## src/rtl/sacl_pkg.sv

```systemverilog
// Package for the set-associative cache LRU tracker.
// Holds sizes, command codes and the controller/datapath command and status structs.
package sacl_pkg;
  localparam int MAX_SET_BITS = 10;
  localparam int MAX_WAYS = 8;
  localparam int SET_COUNT = 1 << MAX_SET_BITS;
  localparam int WAY_W = $clog2(MAX_WAYS);
  localparam int RANK_W = (WAY_W < 1) ? 1 : WAY_W;
  localparam int TAG_W = 62;
  localparam int ADDR_W = 64;
  localparam int CNT_W = 32;
  localparam int WCNT_W = $clog2(MAX_WAYS + 1);

  localparam logic [1:0] CMD_IFETCH = 2'd0;
  localparam logic [1:0] CMD_MODIFY = 2'd3;

  localparam logic [1:0] REG_SET_BITS = 2'd0;
  localparam logic [1:0] REG_OFF_BITS = 2'd1;
  localparam logic [1:0] REG_WAYS = 2'd2;

  typedef struct packed {
    logic load;      // capture item, clear per-item flags
    logic rd;        // read set
    logic wr;        // resolve access and write back
  } dp_cmd_t;

  typedef struct packed {
    logic clearing;  // valid bits still being cleared after reset
    logic skip;      // command is instruction fetch
    logic twice;     // command is modify
  } dp_sts_t;
endpackage

```

## src/rtl/sacl_ctrl.sv

```systemverilog
// Controller state machine for the cache LRU tracker.
// Uses sacl_pkg; sequences load, read and write steps for one or two accesses, or none for a fetch.
module sacl_ctrl (
  input  logic             clk,
  input  logic             rst,
  input  logic             in_valid,
  output logic             in_stall,
  output logic             out_valid,
  input  logic             out_stall,
  output sacl_pkg::dp_cmd_t cmd,
  input  sacl_pkg::dp_sts_t sts
);
  typedef enum logic [4:0] {
    S_IDLE = 5'b00001,
    S_RD   = 5'b00010,
    S_WR   = 5'b00100,
    S_RD2  = 5'b01000,
    S_WR2  = 5'b10000
  } state_t;

  state_t state, state_next;
  logic out_full, out_full_next;
  logic done;

  assign in_stall = (state != S_IDLE) || sts.clearing || (out_full && out_stall);
  assign out_valid = out_full;

  always_comb begin
    state_next = state;
    done = 1'b0;
    cmd = '0;
    case (state)
      S_IDLE: begin
        if (in_valid && !in_stall) begin
          cmd.load = 1'b1;
          state_next = S_RD;
        end
      end
      S_RD: begin
        if (sts.skip) begin
          done = 1'b1;
          state_next = S_IDLE;
        end else begin
          cmd.rd = 1'b1;
          state_next = S_WR;
        end
      end
      S_WR: begin
        cmd.wr = 1'b1;
        if (sts.twice) state_next = S_RD2;
        else begin
          done = 1'b1;
          state_next = S_IDLE;
        end
      end
      S_RD2: begin
        cmd.rd = 1'b1;
        state_next = S_WR2;
      end
      S_WR2: begin
        cmd.wr = 1'b1;
        done = 1'b1;
        state_next = S_IDLE;
      end
      default: state_next = S_IDLE;
    endcase
  end

  always_comb begin
    out_full_next = out_full;
    if (out_full && !out_stall) out_full_next = 1'b0;
    if (done) out_full_next = 1'b1;
  end

  always_ff @(posedge clk) begin
    if (rst) begin
      state <= S_IDLE;
      out_full <= 1'b0;
    end else begin
      state <= state_next;
      out_full <= out_full_next;
    end
  end
endmodule

```

## config.mk

```make
export PLATFORM = sky130hd
export DESIGN_NAME = sacl_ctrl
export DESIGN_NICKNAME = d
export VERILOG_FILES = /design/src/rtl/sacl_pkg.sv /design/src/rtl/sacl_ctrl.sv
export SDC_FILE = /design/constraint.sdc
export NUM_CORES = 1
export LEC_CHECK = 0
export BUFFER_PORTS_ARGS = -buffer_cell sky130_fd_sc_hd__buf_2
export CORE_AREA = 2 2 39 41
export CTS_CLUSTER_DIAMETER = 60
export DETAILED_ROUTE_END_ITERATION = 6
export DIE_AREA = 0 0 41 43
export SLEW_MARGIN = 20
export SYNTH_ARGS = -nofsm -noshare
export SYNTH_HDL_FRONTEND = slang
export SYNTH_SLANG_ARGS = --single-unit
```

## constraint.sdc

```tcl
create_clock -name clk -period 1.6 [get_ports clk]
set_input_delay 0.48 -clock clk [delete_from_list [all_inputs] [get_ports clk]]
set_output_delay 0.48 -clock clk [all_outputs]
set_load 0.01 [all_outputs]
```

-- Yosys cells after proc, flatten, opt, wreduce, memory -nomap -nowiden
Cells that the tools add are included.
- register bits after elaboration: 6
- output and inout bits: 5
- equality and inequality tests: 7
- muxes and demuxes: 14
- reduce and logical (&&, ||, !) cells: 9
- operators with widths (cell ; number):
    case mux 5 bit (4 select lines) ; 1
    two-way mux 1 bit ; 8
    equality test 5 x 1 -> 1 bit (second input constant) ; 1
    equality test 5 x 2 -> 1 bit (second input constant) ; 1
    equality test 5 x 3 -> 1 bit (second input constant) ; 1
    equality test 5 x 4 -> 1 bit (second input constant) ; 1
    equality test 5 bit (second input constant) ; 1
    two-way mux 5 bit ; 1
    inequality test 5 x 1 -> 1 bit (second input constant) ; 1
    two-way mux 4 bit ; 1
    logical AND 1 bit ; 3
    two-way mux 3 bit ; 1
    case mux 1 bit (3 select lines) ; 1
    zero test 1 bit ; 2
    logical OR 1 bit ; 2
    inequality test 2 bit (second input constant) ; 1
    case mux 1 bit (2 select lines) ; 1
    nonzero test 2 bit ; 1
    OR reduction 2 bit ; 1

-- Depth between registers and ports, before layout
Gate-level depths: netlist of the first run.
- depth after elaboration: 7
- gate-level depth with buffers: 4
- mapped depth without buffers: 3

-- Worst setup path after synthesis of the first run
No wires, ideal clock.
- path kind: input -> output
- start: input sts[2] (netlist name)
- end: output cmd[2] (netlist name)
- data arrival time: 983 ps
- required time: 1120 ps
- path slack: 137 ps
- cell stages on the path: 3
- path through: nor3b_4 -> nand4_1 -> nor2_1
- RTL lines (element ; line ; source):
    start, declared ; sacl_ctrl.sv:11 ; input sacl_pkg::dp_sts_t sts
    end, declared ; sacl_ctrl.sv:10 ; output sacl_pkg::dp_cmd_t cmd,

==> results of run 1 <==
==> power by group through the flow <==
stage / logic (uW) / clock network, uW / registers [uW]
after floorplan: 30.1 / 0 / 156
after global placement: 45.0 / 0 / 159
after detailed placement: 45.6 / 0 / 159
after CTS: 58.2 / 149 / 155
after global routing: 59.6 / 155 / 153
final: 54.6 / 145 / 153
==> area by class of cell <==
| type | count | area [um2] | share of cell area, % |
|---|---|---|---|
| Timing Repair Buffer | 19 | 121 | 22.7 |
| Inverter | 1 | 3.75 | 0.701 |
| Clock buffer | 3 | 22.5 | 4.21 |
| Tap cell | 16 | 20.0 | 3.74 |
| Multi-Input combinational cell | 30 | 238 | 44.4 |
| Sequential cell | 6 | 130 | 24.3 |
==> layout by cell type (no fill, tap or decap), types with 2 or more instances in the layout <==
| cell type | Yosys | final |
|---|---|---|
| buf_2 | 1 | 10 |
| buf_4 | 1 | 8 |
| clkbuf_4 | 0 | 3 |
| dfxtp_1 | 6 | 2 |
| dfxtp_2 | 0 | 2 |
| dfxtp_4 | 0 | 2 |
| nand2_1 | 2 | 2 |
| nand3_1 | 2 | 2 |
| nor2_1 | 3 | 2 |
| nor2_4 | 2 | 2 |
| nor4_1 | 3 | 3 |
==> registers in the layout, indices dropped and copies added, names as in the netlist <==
| signal | cells |
|---|---|
| state | 5 |
| out_valid | 1 |
==> Yosys cell counts (all sizes together) <==
| cell type | instances | area (um2) |
|---|---|---|
| nand4b | 1 | 8.76 |
| o211ai | 1 | 12.5 |
| nor3b | 2 | 31.3 |
| and4 | 1 | 8.76 |
| dfxtp | 6 | 120 |
| and3b | 1 | 10.0 |
| nor2 | 5 | 33.8 |
| nor4b | 1 | 8.76 |
| xor2 | 1 | 8.76 |
| o211a | 1 | 10.0 |
| inv | 1 | 3.75 |
| nand4 | 1 | 6.26 |
| mux2i | 1 | 10.0 |
| and4b | 1 | 10.0 |
| buf | 5 | 46.3 |
| xnor2 | 1 | 8.76 |
| o21ai | 2 | 10.0 |
| a31oi | 1 | 6.26 |
| nor3 | 2 | 15.0 |
| nor4 | 3 | 18.8 |
| nand3 | 2 | 10.0 |
| nand2 | 2 | 7.51 |
==> per-layer routing <==
layer	part of all wire, %	up-vias	wire [um]	global-route usage (%)
li1	-	188	-	-
met1	44	174	363	13.6
met2	54	7	448	17.8
met3	2.5	0	21	3.14
met4	0	0	0	6.00
met5	0	-	0	0
==> timing repair <==
item / CTS / global route
pin swaps: 2 / 4
buffers inserted: 5 / 0
resized for setup: 6 / 2
endpoints found under the setup margin: 4 / 5
hold buffers: 0 / 0
==> worst paths after layout <==
check             slack [ns]  cells past startpoint     start  endpoint
hold reg to reg         0.52                      2  state[2]  state[3]
setup / recovery       -0.06                      4  state[1]    cmd[2]
hold / removal          0.42                      2    sts[1]  state[2]
setup reg to reg        0.19                      7  state[1]  state[1]
==> cell families after synthesis <==
group | share of synthesized area, %
AO/OA/AOI/OAI | 9.57
buffers and inverters | 12.3
XOR/XNOR | 4.32
AND/OR/NAND/NOR | 41.7
flip-flops | 29.6
multiplexers | 2.47
==> stage by stage <==
stage                     power, uW  instances  util, %
after floorplan                 186         42        -
after global placement          204         69     34.1
after detailed placement        205         69     34.1
after CTS                       362         77     39.4
after global routing            368         75     38.7
final                           353         75     38.7
==> worst register-to-register path, stage by stage (launching register included) <==
cell and delay (ns):
dfxtp_2 0.35, nor3b_4 0.21, nand4_1 0.15, buf_4 0.15
buf_4 0.12, buf_4 0.12, buf_4 0.12, nor3_2 0.12
==> metrics.csv, run 1 <==
metric;value;unit
DR WL/cell;11.1;um
GRT Util Overall;11.5;%
Crit-path slowest cell;dfxtp_2;
setup TNS;-0.113;ns
first-pass GRT wire length;1370;um
fin crit share;104;%
n_diodes;0;
Worst Path Max Fanout;5;
Sw Share;24.6;%
RSZ-0062 raised after global routing;true;
initial antenna violation count;0;
H-tree levels;1;
layout cells sized above 1;57.6;%
Combinational Power Share;15.4;%
CP arrival;1.18;ns
share of power burned in registers;43.4;%
syn_nets;49;
P&R area growth vs syn;32.1;%
Clk pin slew, worst setup/hold paths;0.05;ns
Largest delay share family, worst path;simple AND/OR/NAND/NOR gates;
Fillers;147;
switching power;86.7;uW
largest net degree at the start of global routing;10;
number of I/O port buffers;11;
setup slack at placement;-0.0481;ns
dpl cell area;472;um2
residual DRC count;0;
drt first-iter violations;10;
failing checks;setup timing;
gr ovfl total;0;
Final Setup Violations;2;
Max VDD drop;0.240;mV
static leakage;0.000250;uW
Worst Slack Setup Final;-0.0627;ns
P_int;266;uW
critical path launch point type;flip-flop;
CTS Sinks;6;
worst-skew pair later-pin latency;0.24;ns
CTS root buf;clkbuf_4;
CP cell instances;nor3b_4, nand4_1, nor2_1, buf_2;
Via Count;369;
die height;43;um
Yosys cell types;28;
CTS tree;yes;
Synth Cell Area;405;um2
max_slew headroom;84.4;%
CTS Buf Count;3;
post-route ant nets;0;
Worst setup EP type;output port;
vias in the first global route;364;
#FFs+latches synth;6;
Buf/Inv on CP;1;
I/O pin total;12;
status;finished with violations;
Site Rows;14;
Max Clk Rate;601;MHz
initial core utilization;29.3;%
min-delay worst type;in2reg;
Longest Clk Path Bufs;2;
largest stage delay on the critical path;0.35;ns
Final Hold Fails;0;
Final nets;68;
drt pass-1 iters;4;
final slew viol count;0;
Design Area, Final;536;um2
Die Wd;41;um
vias per cell;4.92;
critical path class;reg2out;
PD cells;659;nW/um2
post-layout minimum cycle time;1.66;ns
syn_area_per_cell;9.65;um2
full die area;1760;um2
max cap viols;0;
clock network fraction of design power;41.2;%
Yosys Warn Count;0;
Clock Skews;0.000302;ns
Data required, critical path;1.12;ns
Placer Congestion;0.715;
core footprint;1380;um2
Hold WS;0.423;ns
final wirelength;833;um
Seq/Total Area, Yosys;29.6;%
Tightest Pin Transition;0.231;ns
Syn Inst Count;42;
Note: power is estimated with default switching activity, not from simulation.
==> inputs of run 2 (changes only) <==
- PLACE_DENSITY: not set -> 0.5
==> run 2 against run 1 <==
The run still ends with setup timing left. Clock power decreased by 3%. Worst hold slack improved by 0.0087 ns. First-iteration DRC count decreased by 80%. Global-route usage increased by 1.6 points. Fmax increased by 0.45%. Non-clock buffer count increased by 1. Wire length increased by 7.2%. Register-to-register slack improved by 0.26 ns. Die area unchanged. Largest cell class unchanged. Largest power group unchanged. Highest routed layer unchanged.
==> metrics.csv, run 2 (synthesis gave the netlist of run 1 again) <==
metric;value;unit;change
Placer Congestion;0.768;;was 0.715
fin crit share;103;%;was 104%
vias per cell;4.99;;was 4.92
final wirelength;893;um;was 833 um
final slew viol count;0;;unchanged
drt first-iter violations;2;;was 10
vias in the first global route;369;;was 364
Sw Share;23.8;%;was 24.6%
core footprint;1380;um2;unchanged
Clk pin slew, worst setup/hold paths;0.05;ns;about the same
CTS Buf Count;3;;unchanged
most common cell after layout, fill and taps aside;buf_2;;unchanged
worst r2r src;state[1];;unchanged
Critical Path Source;state[1];;unchanged
Site Rows;14;;unchanged
drt pass-1 iters;3;;was 4
setup slack at placement;-0.0391;ns;was -0.0481 ns
Longest Clk Path Bufs;2;;unchanged
number of I/O port buffers;11;;unchanged
min-delay worst type;in2reg;;unchanged
full die area;1760;um2;unchanged
critical path class;reg2out;;unchanged
Final Setup Violations;2;;unchanged
P&R area growth vs syn;35.8;%;was 32.1%
Clock Skews;0.00557;ns;was 0.000302 ns
Tightest Pin Transition;0.229;ns;was 0.231 ns
Final nets;69;;was 68
CTS Sinks;6;;unchanged
CP arrival;1.18;ns;about the same
Reg2Reg Depth;5;;was 7
max cap viols;0;;unchanged
critical path launch point type;flip-flop;;unchanged
status;finished with violations;;unchanged
residual DRC count;0;;unchanged
initial core utilization;29.3;%;unchanged
Hold WS;0.432;ns;was 0.423 ns
first-pass GRT wire length;1550;um;was 1370 um
Data required, critical path;1.12;ns;about the same
post-route ant nets;0;;unchanged
share of power burned in registers;44.3;%;was 43.4%
hold_sp;sts[1];;unchanged
Via Count;379;;was 369
clock network fraction of design power;40.4;%;was 41.2%
Worst Slack Setup Final;-0.0552;ns;was -0.0627 ns
Combinational Power Share;15.3;%;was 15.4%
gr ovfl total;0;;unchanged
die height;43;um;unchanged
max FFs per register;5;;unchanged
H-tree levels;1;;unchanged
GRT Util Overall;13.1;%;was 11.5%
static leakage;0.000260;uW;was 0.000250 uW
RSZ-0062 raised after global routing;true;;unchanged
CTS tree;yes;;unchanged
Reg with most FFs;state;;unchanged
initial antenna violation count;0;;unchanged
I/O pin total;12;;unchanged
worst-skew pair later-pin latency;0.25;ns;was 0.24 ns
CTS root buf;clkbuf_4;;unchanged
n_diodes;0;;unchanged
largest net degree at the start of global routing;10;;unchanged
Non-Filler Instances;76;;was 75
final core occ;39.8;%;was 38.7%
PD cells;630;nW/um2;was 659 nW/um2
DP Cell Count;69;;unchanged
post-layout minimum cycle time;1.66;ns;about the same
DR WL/cell;11.8;um;was 11.1 um
Worst Path Max Fanout;4;;was 5
most frequent cells in the layout;11 x buf_2, 7 x buf_4, 3 x clkbuf_4;;was 10 x buf_2, 8 x buf_4, 3 x nor4_1, 3 x clkbuf_4
Max Clk Rate;604;MHz;was 601 MHz
Worst setup EP type;output port;;unchanged
failing checks;setup timing;;unchanged
reg2reg setup slack;0.45;ns;was 0.19 ns
Final Hold Fails;0;;unchanged
Detail Placement HPWL;601;um;
switching power;82.5;uW;was 86.7 uW
layout cells sized above 1;60.0;%;was 57.6%
P_int;264;uW;was 266 uW
reg-to-reg critical path endpoint;out_valid;;was state[1]
Die Wd;41;um;unchanged
max_slew headroom;84.5;%;was 84.4%
Max VDD drop;0.443;mV;was 0.240 mV
crit path to;cmd[2];;unchanged
run 2: cell count changes in the layout (fill, tap and decap cells not counted), sizes merged:
cell and delta:
buf +1
run 2: worst min-delay path by stage:
stage / end / slack, ns / cells after the start
finish: state[2] / 0.43 / 2
global route: state[2] / 0.44 / 2
CTS: state[2] / 0.41 / 2
detailed placement: out_valid / 0.54 / 2
global placement: out_valid / 0.54 / 2
floorplan: state[2] / 0.50 / 2
run 2: critical path: stages (launching register included):
cell     delay, ns
dfxtp_4       0.36
nor3b_4       0.20
nand4_1       0.12
nor2_1        0.11
buf_2         0.14
run 2: power groups by stage:
stage | combinational (uW) | clock [uW] | sequential (uW)
global placement | 44.3 | 0 | 160
detailed placement | 44.3 | 0 | 160
global route | 58.9 | 158 | 154
CTS | 52.4 | 148 | 154
finish | 53.0 | 140 | 154
floorplan | 30.1 | 0 | 156
run 2: through the flow:
step	setup TNS [ns]	area (um2)	power (uW)
3_5_place_dp	-0.0391	472	204
6_report	-0.0570	551	347
3_3_place_gp	-0.0147	472	204
5_1_grt	-0.308	551	370
4_1_cts	-0.0739	548	354
2_1_floorplan	0	405	186
run 2: cell type report:
type	instances	area, um2
fill	151	833
multi-input combinational	30	244
sequential	6	130
timing repair buffer	20	130
clock buffer	3	22.5
tap	16	20.0
inverter	1	3.75
run 2: repair_timing:
| action | in CTS | in global routing |
|---|---|---|
| gates resized for setup | 9 | 1 |
| setup endpoints to repair | 4 | 4 |
| buffers inserted | 4 | 0 |
| hold buffers | 0 | 0 |
| pin swaps | 3 | 0 |
run 2: metal layers:
metal	part of all wire, %	up-vias	global-route usage (%)
li1	-	194	-
met1	47	173	17.2
met2	44	12	18.4
met3	9.0	0	7.85
met4	0	0	2.00
met5	0	-	0
==> inputs of run 3 (changes only) <==
- CAP_MARGIN: not set -> 20
- PLACE_DENSITY: 0.5 -> 0.52
- clock period: 1.6 -> 1.35 ns (I/O delays scaled with it)
==> run 3 against run 2 <==
Die area is the same. The run still ends with setup timing left. Non-clock buffer count grew 4. Largest cell class unchanged. Combinational power grew 25%. Total power grew 20%. Core utilization grew 2.0 points. Clock power grew 19%.
==> metrics.csv, run 3 (synthesis gave the netlist of run 1 again) <==
metric;value;unit;change
final wirelength;893;um;unchanged
Clock Skews;0.00738;ns;was 0.00557 ns
CTS root buf;clkbuf_4;;unchanged
Final Setup Violations;4;;was 2
reg-to-reg critical path endpoint;state[0];;was out_valid
CTS Buf Count;3;;unchanged
final slew viol count;0;;unchanged
drt pass-1 iters;2;;was 3
Tightest Pin Transition;0.235;ns;was 0.229 ns
CP cell instances;nor3b_4, nand4_1, nor2_1, buf_2;;unchanged
hold endpoint;state[1];;was state[2]
setup slack at placement;-0.138;ns;was -0.0391 ns
Worst Path Max Fanout;3;;was 4
max_slew headroom;84.1;%;was 84.5%
Max Clk Rate;637;MHz;
Largest delay share family, worst path;simple AND/OR/NAND/NOR gates;;unchanged
Critical Path Source;state[1];;unchanged
Die Wd;41;um;unchanged
worst-skew pair later-pin latency;0.25;ns;about the same
critical path class;reg2out;;unchanged
Reg2Reg Depth;5;;unchanged
GRT Util Overall;13.2;%;was 13.1%
Max VDD drop;0.396;mV;was 0.443 mV
initial antenna violation count;0;;unchanged
max FFs per register;5;;unchanged
initial core utilization;29.3;%;unchanged
setup TNS;-0.691;ns;was -0.0570 ns
failing checks;setup timing;;unchanged
hold_buf cts;0;;unchanged
P&R area growth vs syn;42.6;%;was 35.8%
Reg with most FFs;state;;unchanged
critical path launch point type;flip-flop;;unchanged
post-route ant nets;0;;unchanged
PD cells;718;nW/um2;was 630 nW/um2
post-layout minimum cycle time;1.57;ns;
vias in the first global route;341;;was 369
I/O pin total;12;;unchanged
status;finished with violations;;unchanged
number of I/O port buffers;11;;unchanged
RSZ-0062 raised after global routing;true;;unchanged
core footprint;1380;um2;unchanged
Via Count;377;;was 379
worst r2r src;state[1];;unchanged
Clk pin slew, worst setup/hold paths;0.05;ns;about the same
Worst Hold Depth;2;;unchanged
Final Hold Fails;0;;unchanged
Worst Slack Setup Final;-0.220;ns;was -0.0552 ns
DR WL/cell;11.2;um;was 11.8 um
total power;415;uW;was 347 uW
Longest Clk Path Bufs;2;;unchanged
die height;43;um;unchanged
Worst setup EP type;output port;;unchanged
Data required, critical path;0.95;ns;was 1.12 ns
n_diodes;0;;unchanged
Detail Placement HPWL;682;um;was 601 um
min-delay worst type;in2reg;;unchanged
fin crit share;116;%;
gr ovfl total;0;;unchanged
residual DRC count;0;;unchanged
layout cells sized above 1;60.9;%;was 60.0%
Site Rows;14;;unchanged
static leakage;0.000279;uW;was 0.000260 uW
CP arrival;1.17;ns;was 1.18 ns
Placer Congestion;0.763;;was 0.768
reg2reg setup slack;0.11;ns;was 0.45 ns
CTS Sinks;6;;unchanged
hold_sp;rst;;was sts[1]
H-tree levels;1;;unchanged
largest stage delay on the critical path;0.36;ns;about the same
vias per cell;4.71;;was 4.99
CTS tree;yes;;unchanged
first-pass GRT wire length;1450;um;was 1550 um
max cap viols;0;;unchanged
most frequent cells in the layout;11 x buf_2, 11 x buf_4, 3 x nor2_1, 3 x clkbuf_4, 3 x dfxtp_1;;was 11 x buf_2, 7 x buf_4, 3 x clkbuf_4
drt first-iter violations;3;;was 2
largest net degree at the start of global routing;8;;was 10
full die area;1760;um2;unchanged
Crit-path slowest cell;dfxtp_4;;unchanged
Buf/Inv on CP;1;;unchanged
Final nets;73;;was 69
==> run 3: how the worst max path moves through the flow <==
stage	end	slack, ns	cells past startpoint
final	cmd[2]	-0.22	4
after global routing	cmd[1]	-0.29	4
after CTS	cmd[2]	-0.22	4
after detailed placement	cmd[2]	-0.14	5
after global placement	cmd[2]	-0.11	5
after floorplan	cmd[2]	0.003	4
==> run 3: report_power, final <==
part	switching (uW)	internal, uW	total [uW]
combinational	29.6	36.7	66.4
sequential	3.12	180	183
clock	65.4	101	166
total	98.2	317	415
==> run 3: repair_timing <==
action                     4_1_cts  5_1_grt
buffers inserted                 3        0
pin swaps                        3        0
setup endpoints to repair        4        5
gates resized for setup          6        1
==> run 3: stage by stage <==
step / util (%) / instances / hold slack, ns / area [um2]
3_3_place_gp: 37.3 / 74 / 0.581 / 515
3_5_place_dp: 37.3 / 74 / 0.572 / 515
5_1_grt: 41.8 / 80 / 0.379 / 578
2_1_floorplan: - / 42 / 0.474 / 412
6_report: 41.8 / 80 / 0.369 / 578
4_1_cts: 41.5 / 80 / 0.366 / 574
==> run 3: per-layer routing <==
| metal | GRT usage (%) | vias up | share of wire [%] |
|---|---|---|---|
| met1 | 15.5 | 171 | 41 |
| met4 | 8.00 | 0 | 2.2 |
| met2 | 17.5 | 5 | 55 |
| li1 | - | 199 | - |
| met3 | 7.85 | 2 | 2.2 |
| met5 | 0 | - | 0 |
==> run 3: area by class of cell <==
class | count | area, um2
Fill cell | 142 | 806
Multi-Input combinational cell | 30 | 245
Timing Repair Buffer | 24 | 160
Sequential cell | 6 | 126
Clock buffer | 3 | 22.5
Tap cell | 16 | 20.0
Inverter | 1 | 3.75
